==> src/sv/lrukv_pkg.sv <==
// Shared types and constants of the LRU key-value cache.
`timescale 1ns / 1ps
package lrukv_pkg;

    localparam int ENTRIES = 16;
    localparam int IDX_W   = $clog2(ENTRIES);
    localparam int CNT_W   = $clog2(ENTRIES + 1);
    localparam int CAP_W   = 5;

    localparam logic [CAP_W-1:0] CAP_RESET = 5'd16;
    localparam logic signed [31:0] MISS_VALUE = -32'sd1;

    localparam logic OP_GET = 1'b0;
    localparam logic OP_PUT = 1'b1;

    typedef logic [IDX_W-1:0] idx_t;
    typedef logic [IDX_W-1:0] rank_t;

    typedef struct packed {
        logic               opcode;
        logic signed [31:0] lookup_key;
        logic signed [31:0] write_value;
    } req_word_t;

    typedef struct packed {
        logic               hit;
        logic signed [31:0] read_value;
    } rsp_word_t;

    typedef struct packed {
        logic signed [31:0] key;
        logic signed [31:0] value;
    } entry_t;

    typedef enum logic [1:0] {
        RK_NONE,
        RK_TOUCH,
        RK_INSERT
    } rank_op_t;

    typedef struct packed {
        rank_op_t op;
        idx_t     slot;
        rank_t    slot_rank;
        rank_t    evict_level;
    } rank_cmd_t;

    typedef enum logic [1:0] {
        ST_IDLE,
        ST_SCAN,
        ST_APPLY
    } state_t;

endpackage

==> src/sv/lrukv_ram.sv <==
// Key and value storage: one write port, one registered read port.
`timescale 1ns / 1ps
module lrukv_ram (
    input  logic              clk,
    input  logic              we,
    input  lrukv_pkg::idx_t   waddr,
    input  lrukv_pkg::entry_t wdata,
    input  lrukv_pkg::idx_t   raddr,
    output lrukv_pkg::entry_t rdata
);

    lrukv_pkg::entry_t mem [lrukv_pkg::ENTRIES];
    lrukv_pkg::entry_t rdata_reg;

    always_ff @(posedge clk)
    begin
        if (we)
        begin
            mem[waddr] <= wdata;
        end
        rdata_reg <= mem[raddr];
    end

    assign rdata = rdata_reg;

endmodule

==> src/sv/lrukv_rank.sv <==
// Valid bits and recency ranks of all slots, updated in parallel.
`timescale 1ns / 1ps
module lrukv_rank (
    input  logic                                  clk,
    input  logic                                  rst_n,
    input  lrukv_pkg::rank_cmd_t                  cmd,
    output logic [lrukv_pkg::ENTRIES-1:0]         valid,
    output lrukv_pkg::rank_t                      ranks [lrukv_pkg::ENTRIES]
);

    logic [lrukv_pkg::ENTRIES-1:0] valid_reg;
    logic [lrukv_pkg::ENTRIES-1:0] valid_next;
    lrukv_pkg::rank_t              rank_reg  [lrukv_pkg::ENTRIES];
    lrukv_pkg::rank_t              rank_next [lrukv_pkg::ENTRIES];

    always_comb
    begin
        for (int i = 0; i < lrukv_pkg::ENTRIES; i++)
        begin
            valid_next[i] = valid_reg[i];
            rank_next[i]  = rank_reg[i];
            unique case (cmd.op)
                lrukv_pkg::RK_TOUCH:
                begin
                    if (lrukv_pkg::idx_t'(i) == cmd.slot)
                    begin
                        rank_next[i] = '0;
                    end
                    else if (valid_reg[i] && rank_reg[i] < cmd.slot_rank)
                    begin
                        rank_next[i] = rank_reg[i] + 1'b1;
                    end
                end
                lrukv_pkg::RK_INSERT:
                begin
                    // drop slots past the capacity, age the rest, place the new one
                    if (lrukv_pkg::idx_t'(i) == cmd.slot)
                    begin
                        valid_next[i] = 1'b1;
                        rank_next[i]  = '0;
                    end
                    else if (valid_reg[i] && rank_reg[i] >= cmd.evict_level)
                    begin
                        valid_next[i] = 1'b0;
                        rank_next[i]  = '0;
                    end
                    else if (valid_reg[i])
                    begin
                        rank_next[i] = rank_reg[i] + 1'b1;
                    end
                end
                default:
                begin
                end
            endcase
        end
    end

    always_ff @(posedge clk or negedge rst_n)
    begin
        if (!rst_n)
        begin
            valid_reg <= '0;
            for (int i = 0; i < lrukv_pkg::ENTRIES; i++)
            begin
                rank_reg[i] <= '0;
            end
        end
        else
        begin
            valid_reg <= valid_next;
            for (int i = 0; i < lrukv_pkg::ENTRIES; i++)
            begin
                rank_reg[i] <= rank_next[i];
            end
        end
    end

    assign valid = valid_reg;
    assign ranks = rank_reg;

endmodule

==> src/sv/lru_key_value_cache.sv <==
// Top level of the LRU key-value cache: scan sequencer, shared key compare, result register.
//
// Usage:
//   req (valid/ready) carries one word: opcode (get or put), lookup_key, write_value.
//   rsp (valid/ready) carries hit and read_value; one word per get, none per put.
//   cfg_we/cfg_data write the capacity register (reset 16, values above 16 act as 16,
//   zero makes puts do nothing). Write it only while the block is idle.
// Sequence:
//   req_ready drops at acceptance and rises again once the word is done: 16 key compares,
//   one per slot, behind the registered storage read, then the update of ranks and storage,
//   so a new word is taken only after the last one is through.
//   A get result appears in the rsp register at the end of the update cycle.
// Stall:
//   The rsp register holds a finished result while the next word is scanned; a
//   get that finishes while an earlier result is still untaken waits in its
//   update cycle until rsp_ready frees the register.
// Reset:
//   rst_n clears all valid bits and ranks (the store is empty) and sets capacity
//   to 16; storage contents need no reset.
`timescale 1ns / 1ps
module lru_key_value_cache (
    input  logic                               clk,
    input  logic                               rst_n,
    input  logic                               req_valid,
    output logic                               req_ready,
    input  lrukv_pkg::req_word_t               req,
    output logic                               rsp_valid,
    input  logic                               rsp_ready,
    output lrukv_pkg::rsp_word_t               rsp,
    input  logic                               cfg_we,
    input  logic [lrukv_pkg::CAP_W-1:0]        cfg_data
);

    lrukv_pkg::state_t               state_reg, state_next;
    logic [lrukv_pkg::CNT_W-1:0]     cnt_reg, cnt_next;
    lrukv_pkg::req_word_t            item_reg, item_next;
    logic                            match_reg, match_next;
    lrukv_pkg::idx_t                 match_slot_reg, match_slot_next;
    lrukv_pkg::rank_t                match_rank_reg, match_rank_next;
    logic signed [31:0]              match_value_reg, match_value_next;
    logic                            free_found_reg, free_found_next;
    lrukv_pkg::idx_t                 free_slot_reg, free_slot_next;
    lrukv_pkg::rsp_word_t            rsp_reg, rsp_next;
    logic                            rsp_valid_reg, rsp_valid_next;
    logic [lrukv_pkg::CAP_W-1:0]     cap_reg;

    logic [lrukv_pkg::CAP_W-1:0]     cap_eff;
    lrukv_pkg::rank_t                evict_level;
    lrukv_pkg::idx_t                 cmp_idx;
    logic                            cmp_active;
    logic                            key_hit;
    logic                            slot_free;

    logic                            ram_we;
    lrukv_pkg::idx_t                 ram_waddr;
    lrukv_pkg::entry_t               ram_wdata;
    lrukv_pkg::entry_t               ram_rdata;
    lrukv_pkg::rank_cmd_t            rank_cmd;
    logic [lrukv_pkg::ENTRIES-1:0]   valid_vec;
    lrukv_pkg::rank_t                rank_vec [lrukv_pkg::ENTRIES];

    lrukv_ram u_ram (
        .clk   (clk),
        .we    (ram_we),
        .waddr (ram_waddr),
        .wdata (ram_wdata),
        .raddr (cnt_reg[lrukv_pkg::IDX_W-1:0]),
        .rdata (ram_rdata)
    );

    lrukv_rank u_rank (
        .clk   (clk),
        .rst_n (rst_n),
        .cmd   (rank_cmd),
        .valid (valid_vec),
        .ranks (rank_vec)
    );

    assign cap_eff = (cap_reg > lrukv_pkg::CAP_W'(lrukv_pkg::ENTRIES))
                   ? lrukv_pkg::CAP_W'(lrukv_pkg::ENTRIES) : cap_reg;
    assign evict_level = lrukv_pkg::IDX_W'(cap_eff - 1'b1);

    // storage data is registered, so it belongs to the previous read address
    assign cmp_idx    = cnt_reg[lrukv_pkg::IDX_W-1:0] - 1'b1;
    assign cmp_active = (state_reg == lrukv_pkg::ST_SCAN) && (cnt_reg != '0);
    assign key_hit    = valid_vec[cmp_idx] && (ram_rdata.key == item_reg.lookup_key);
    assign slot_free  = !valid_vec[cmp_idx] || (rank_vec[cmp_idx] >= evict_level);

    always_comb
    begin
        state_next       = state_reg;
        cnt_next         = cnt_reg;
        item_next        = item_reg;
        match_next       = match_reg;
        match_slot_next  = match_slot_reg;
        match_rank_next  = match_rank_reg;
        match_value_next = match_value_reg;
        free_found_next  = free_found_reg;
        free_slot_next   = free_slot_reg;
        rsp_next         = rsp_reg;
        rsp_valid_next   = rsp_valid_reg && !rsp_ready;
        ram_we           = 1'b0;
        ram_waddr        = match_slot_reg;
        ram_wdata        = '{key: item_reg.lookup_key, value: item_reg.write_value};
        rank_cmd         = '{op: lrukv_pkg::RK_NONE, slot: match_slot_reg,
                             slot_rank: match_rank_reg, evict_level: evict_level};
        req_ready        = 1'b0;

        unique case (state_reg)
            lrukv_pkg::ST_IDLE:
            begin
                req_ready = 1'b1;
                if (req_valid)
                begin
                    item_next       = req;
                    cnt_next        = '0;
                    match_next      = 1'b0;
                    free_found_next = 1'b0;
                    state_next      = lrukv_pkg::ST_SCAN;
                end
            end
            lrukv_pkg::ST_SCAN:
            begin
                if (cmp_active)
                begin
                    if (key_hit && !match_reg)
                    begin
                        match_next       = 1'b1;
                        match_slot_next  = cmp_idx;
                        match_rank_next  = rank_vec[cmp_idx];
                        match_value_next = ram_rdata.value;
                    end
                    if (slot_free && !free_found_reg)
                    begin
                        free_found_next = 1'b1;
                        free_slot_next  = cmp_idx;
                    end
                end
                if (cnt_reg == lrukv_pkg::CNT_W'(lrukv_pkg::ENTRIES))
                begin
                    state_next = lrukv_pkg::ST_APPLY;
                end
                else
                begin
                    cnt_next = cnt_reg + 1'b1;
                end
            end
            lrukv_pkg::ST_APPLY:
            begin
                if (item_reg.opcode == lrukv_pkg::OP_GET)
                begin
                    // hold until the result register is free
                    if (!rsp_valid_reg || rsp_ready)
                    begin
                        if (match_reg)
                        begin
                            rank_cmd.op = lrukv_pkg::RK_TOUCH;
                            rsp_next    = '{hit: 1'b1, read_value: match_value_reg};
                        end
                        else
                        begin
                            rsp_next = '{hit: 1'b0, read_value: lrukv_pkg::MISS_VALUE};
                        end
                        rsp_valid_next = 1'b1;
                        state_next     = lrukv_pkg::ST_IDLE;
                    end
                end
                else
                begin
                    if (cap_eff != '0)
                    begin
                        ram_we = 1'b1;
                        if (match_reg)
                        begin
                            rank_cmd.op = lrukv_pkg::RK_TOUCH;
                        end
                        else
                        begin
                            ram_waddr     = free_slot_reg;
                            rank_cmd.op   = lrukv_pkg::RK_INSERT;
                            rank_cmd.slot = free_slot_reg;
                        end
                    end
                    state_next = lrukv_pkg::ST_IDLE;
                end
            end
            default:
            begin
                state_next = lrukv_pkg::ST_IDLE;
            end
        endcase
    end

    always_ff @(posedge clk or negedge rst_n)
    begin
        if (!rst_n)
        begin
            state_reg     <= lrukv_pkg::ST_IDLE;
            rsp_valid_reg <= 1'b0;
            cap_reg       <= lrukv_pkg::CAP_RESET;
            cnt_reg       <= '0;
        end
        else
        begin
            state_reg     <= state_next;
            rsp_valid_reg <= rsp_valid_next;
            cnt_reg       <= cnt_next;
            if (cfg_we)
            begin
                cap_reg <= cfg_data;
            end
        end
    end

    always_ff @(posedge clk)
    begin
        item_reg        <= item_next;
        match_reg       <= match_next;
        match_slot_reg  <= match_slot_next;
        match_rank_reg  <= match_rank_next;
        match_value_reg <= match_value_next;
        free_found_reg  <= free_found_next;
        free_slot_reg   <= free_slot_next;
        rsp_reg         <= rsp_next;
    end

    assign rsp_valid = rsp_valid_reg;
    assign rsp       = rsp_reg;

endmodule
==> config.mk <==
export PLATFORM = sky130hd
export DESIGN_NAME = lru_key_value_cache
export DESIGN_NICKNAME = d
export VERILOG_FILES = /design/src/sv/lrukv_pkg.sv /design/src/sv/lrukv_ram.sv /design/src/sv/lrukv_rank.sv /design/src/sv/lru_key_value_cache.sv
export SDC_FILE = /design/constraint.sdc
export NUM_CORES = 1
export LEC_CHECK = 0
export BUFFER_PORTS_ARGS = -buffer_cell sky130_fd_sc_hd__buf_2
export CAP_MARGIN = 10
export CELL_PAD_IN_SITES_DETAIL_PLACEMENT = 2
export CELL_PAD_IN_SITES_GLOBAL_PLACEMENT = 2
export CORE_UTILIZATION = 45
export CTS_CLUSTER_SIZE = 25
export DETAILED_ROUTE_END_ITERATION = 8
export HOLD_SLACK_MARGIN = 0.05
export PLACE_DENSITY = 0.83
export SYNTH_ARGS = -nofsm -noshare
export SYNTH_HDL_FRONTEND = slang
export SYNTH_SLANG_ARGS = --single-unit
==> constraint.sdc <==
create_clock -name clk -period 9.9 [get_ports clk]
set_input_delay 1.485 -clock clk [delete_from_list [all_inputs] [get_ports clk]]
set_output_delay 1.485 -clock clk [all_outputs]
set_load 0.01 [all_outputs]
==> results by group <==
Status
  • Status: finished clean

Power and ir drop
  • Peak supply drop: 0.205 mV
  • Overall power consumption: 16300 uW
  • Leakage: 0.0199 uW
  • Power Density: 271 mW/mm^2

Final layout
  • Layout cells sized above 1: 27.1%
  • Fin cells: 4490
  • Area grow syn2layout: 13.6%
  • Area occupied by multi-input gates: 0.0140 mm^2
  • Max reg flops: 1024
  • Reg area: 0.0387 mm^2
  • Layout fillers: 10000
  • Final net count: 3044

Global routing
  • Vias in the first global route: 31600
  • Initial antenna violation count: 8
  • Overall Global Routing Usage: 31.7%
  • Largest net degree at the start of global routing: 97
  • First-pass GRT wire length: 262000 um
  • Total grt overflow: 0

Yosys
  • Top FF cell, synth: edfxtp_1
  • Synth Area in XOR/XNOR: 0.626%
  • Synth cell count leaders: 1168 x edfxtp_1, 339 x mux4_2, 124 x nand2_1, 121 x ha_1, 92 x dfrtp_1
  • Most common cell in the netlist: edfxtp_1
  • Synth top area cells: edfxtp_1 66%, mux4_2 14%, dfrtp_1 4.3%
  • #FFs+latches synth: 1325
  • Area fraction in compound gates after synthesis: 2.98%
  • Yosys warnings: 0
  • Seq/Total Area, Yosys: 72.8%
  • Yosys top cell by area: edfxtp_1
  • Post-synth EDFFs: 1168
  • Mapped Cells: 2647
  • Post-synthesis mux area share: 15.3%
  • Synth top area share: 66.0%
  • Synthesized area: 0.0532 mm^2
  • Combinational family with the most area after synthesis: multiplexers
  • Synth Area in Adders: 3.17%
  • Avg Inst Size Synth: 20.1 um^2
  • Unique masters post-synth: 77
  • Post-Synth Simple-Gate Area: 3.89%
  • Async SR Flop Fraction: 7.02%
  • Net Count, Synth: 2843

Route
  • Via count: 29600
  • DR iter-0 viols: 3512
  • Wire per inst: 41.9 um
  • Vias per cell: 6.60
  • # DRC: 0
  • Drt pass-1 iters: 5
  • Post-route ant nets: 0
  • Final wirelength: 188000 um

Floorplanning
  • I/O Pins: 110
  • Die Y: 346 um
  • Core area: 0.117 mm^2
  • Rows: 125
  • Chip width: 346 um
  • Die area: 0.120 mm^2
  • Initial Util: 45.6%

Clock network
  • Clk sinks: 1325
  • TritonCTS clock tree: yes
  • Clk Latency, worst-skew pair: 770 ps
  • H-tree level count: 4
  • Hold-fix buffers, CTS: 0
  • Clock Pin Slew Worst Setup and Hold Paths: 60 ps
  • CTS resizes: 0
  • Setup Buffers After CTS: 0
  • Root buffer cell: clkbuf_16
  • CTS buffer count: 140
  • Clock Path Buffers: 3

Setup path
  • Critical Path AT: 5910 ps
  • Worst Path Max Fanout: 45
  • Crit path kind: flop to flop
  • CP startpoint kind: flop
  • Req. time, crit path: 10280 ps
  • Crit. End Element: flop

STA
  • Worst-Margin Slew: 1170 ps
  • Minimum clock period: 5530 ps
  • Setup TNS: 0 ps
  • Worst setup margin: 4370 ps
  • Final-report hold violation count: 0
  • Peak Freq: 181 MHz
  • Final number of setup-violating endpoints: 0
  • Slew headroom: 21.8%
  • Final Cycle Share: 55.8%
  • RSZ-0062 raised after global routing: no
  • Number of max-slew violations in the final report: 0
  • Worst Clk Skew: 44.6 ps

Placement
  • Placed Cells: 4228
  • GPL Wtd Cong: 0.842
  • IO buf count: 109
  • Place WS: 4570 ps
  • HPWL after DPL: 106000 um

Min path
  • Hold Crit Class: flop to flop

Flow run
  • # Max-Cap Violations: 0
cell families after synthesis:
kind of cell               after synthesis
DFF                                   1325
and+or+nand+nor                        399
muxes                                  384
AOI/OAI and AO/OA                      213
buffers and inverters                  150
adders and majority gates              138
xor gates and xnor gates                38
worst max-delay path, stage by stage (launching register included):
cell      delay, ps
dfstp_2         420
nand2b_2        530
ha_1            480
nor4b_4         170
nor2_4          310
nand2_4         100
inv_4           360
mux2i_1         370
nand2b_1        450
nor2_4          950
buf_4           920
report_power, final:
group | switching (uW) | total, uW | internal, uW | leakage, uW
sequential | 639 | 7160 | 6520 | 0.0122
combinational | 1850 | 3710 | 1860 | 0.00551
clock | 2440 | 5470 | 3030 | 0.00224
metrics by stage:
stage          cell area (um^2)  util (%)  hold slack, ps
3_3_place_gp              55700      47.8             389
4_1_cts                   60300      51.7             417
5_1_grt                   60400      51.7             422
2_1_floorplan             53200         -             386
3_5_place_dp              55700      47.8             390
6_report                  60400      51.7             418
cell type report:
class / count / area share [%]
diodes: 2 / 0.00829
clock buffers: 190 / 6.40
clock inverters: 68 / 1.20
inverters: 46 / 0.290
multi-input cells: 1172 / 23.2
flip-flops and latches: 1325 / 64.1
well taps: 1524 / 3.16
repair buffers: 163 / 1.67
layout by cell type (no fill, tap or decap), types with 11 or more instances in the layout:
cell type     n
and2_1       16
nor2b_1      45
xnor2_1      14
o21ai_0      41
nand2b_1     64
clkbuf_16   144
mux2_2       21
o311ai_0     15
buf_4        52
ha_1        121
inv_1        43
edfxtp_1   1168
mux4_2      339
nand3_1      26
a21o_1       14
a21oi_1      26
a211oi_1     18
mux2i_1      16
dfrtp_1      88
a22o_1       22
a31o_2       12
xor2_1       22
nor2_4       14
nand2_1     124
and3b_1      11
clkbuf_1     37
clkinv_1     15
nor2_1       49
buf_2       108
clkinv_2     28
a221o_1      11
maj3_1       16
dfxtp_1      64
a21boi_0     12
per-layer routing:
layer	share of wire [%]	global-route usage, %
met5	0.022	0
met4	4.5	13.3
met3	6.0	4.25
met2	53	56.4
met1	37	38.8
path summary, 6_finish.rpt:
| kind | slack (ps) | cells after the start | endpoint | startpoint |
|---|---|---|---|---|
| min in group asynchronous | 800 | 1 | u_rank.valid[0] | rst_n |
| setup / recovery | 4370 | 10 | u_ram.mem[11][14] | cap_reg[4] |
| setup reg to reg | 4370 | 10 | u_ram.mem[11][14] | cap_reg[4] |
| hold reg to reg | 420 | 0 | match_value_reg[10] | u_ram.rdata[10] |
| max in group asynchronous | 7870 | 2 | u_rank.ranks[22] | rst_n |
| hold / removal | 420 | 0 | match_value_reg[10] | u_ram.rdata[10] |
(Power assumes the default switching activity.)
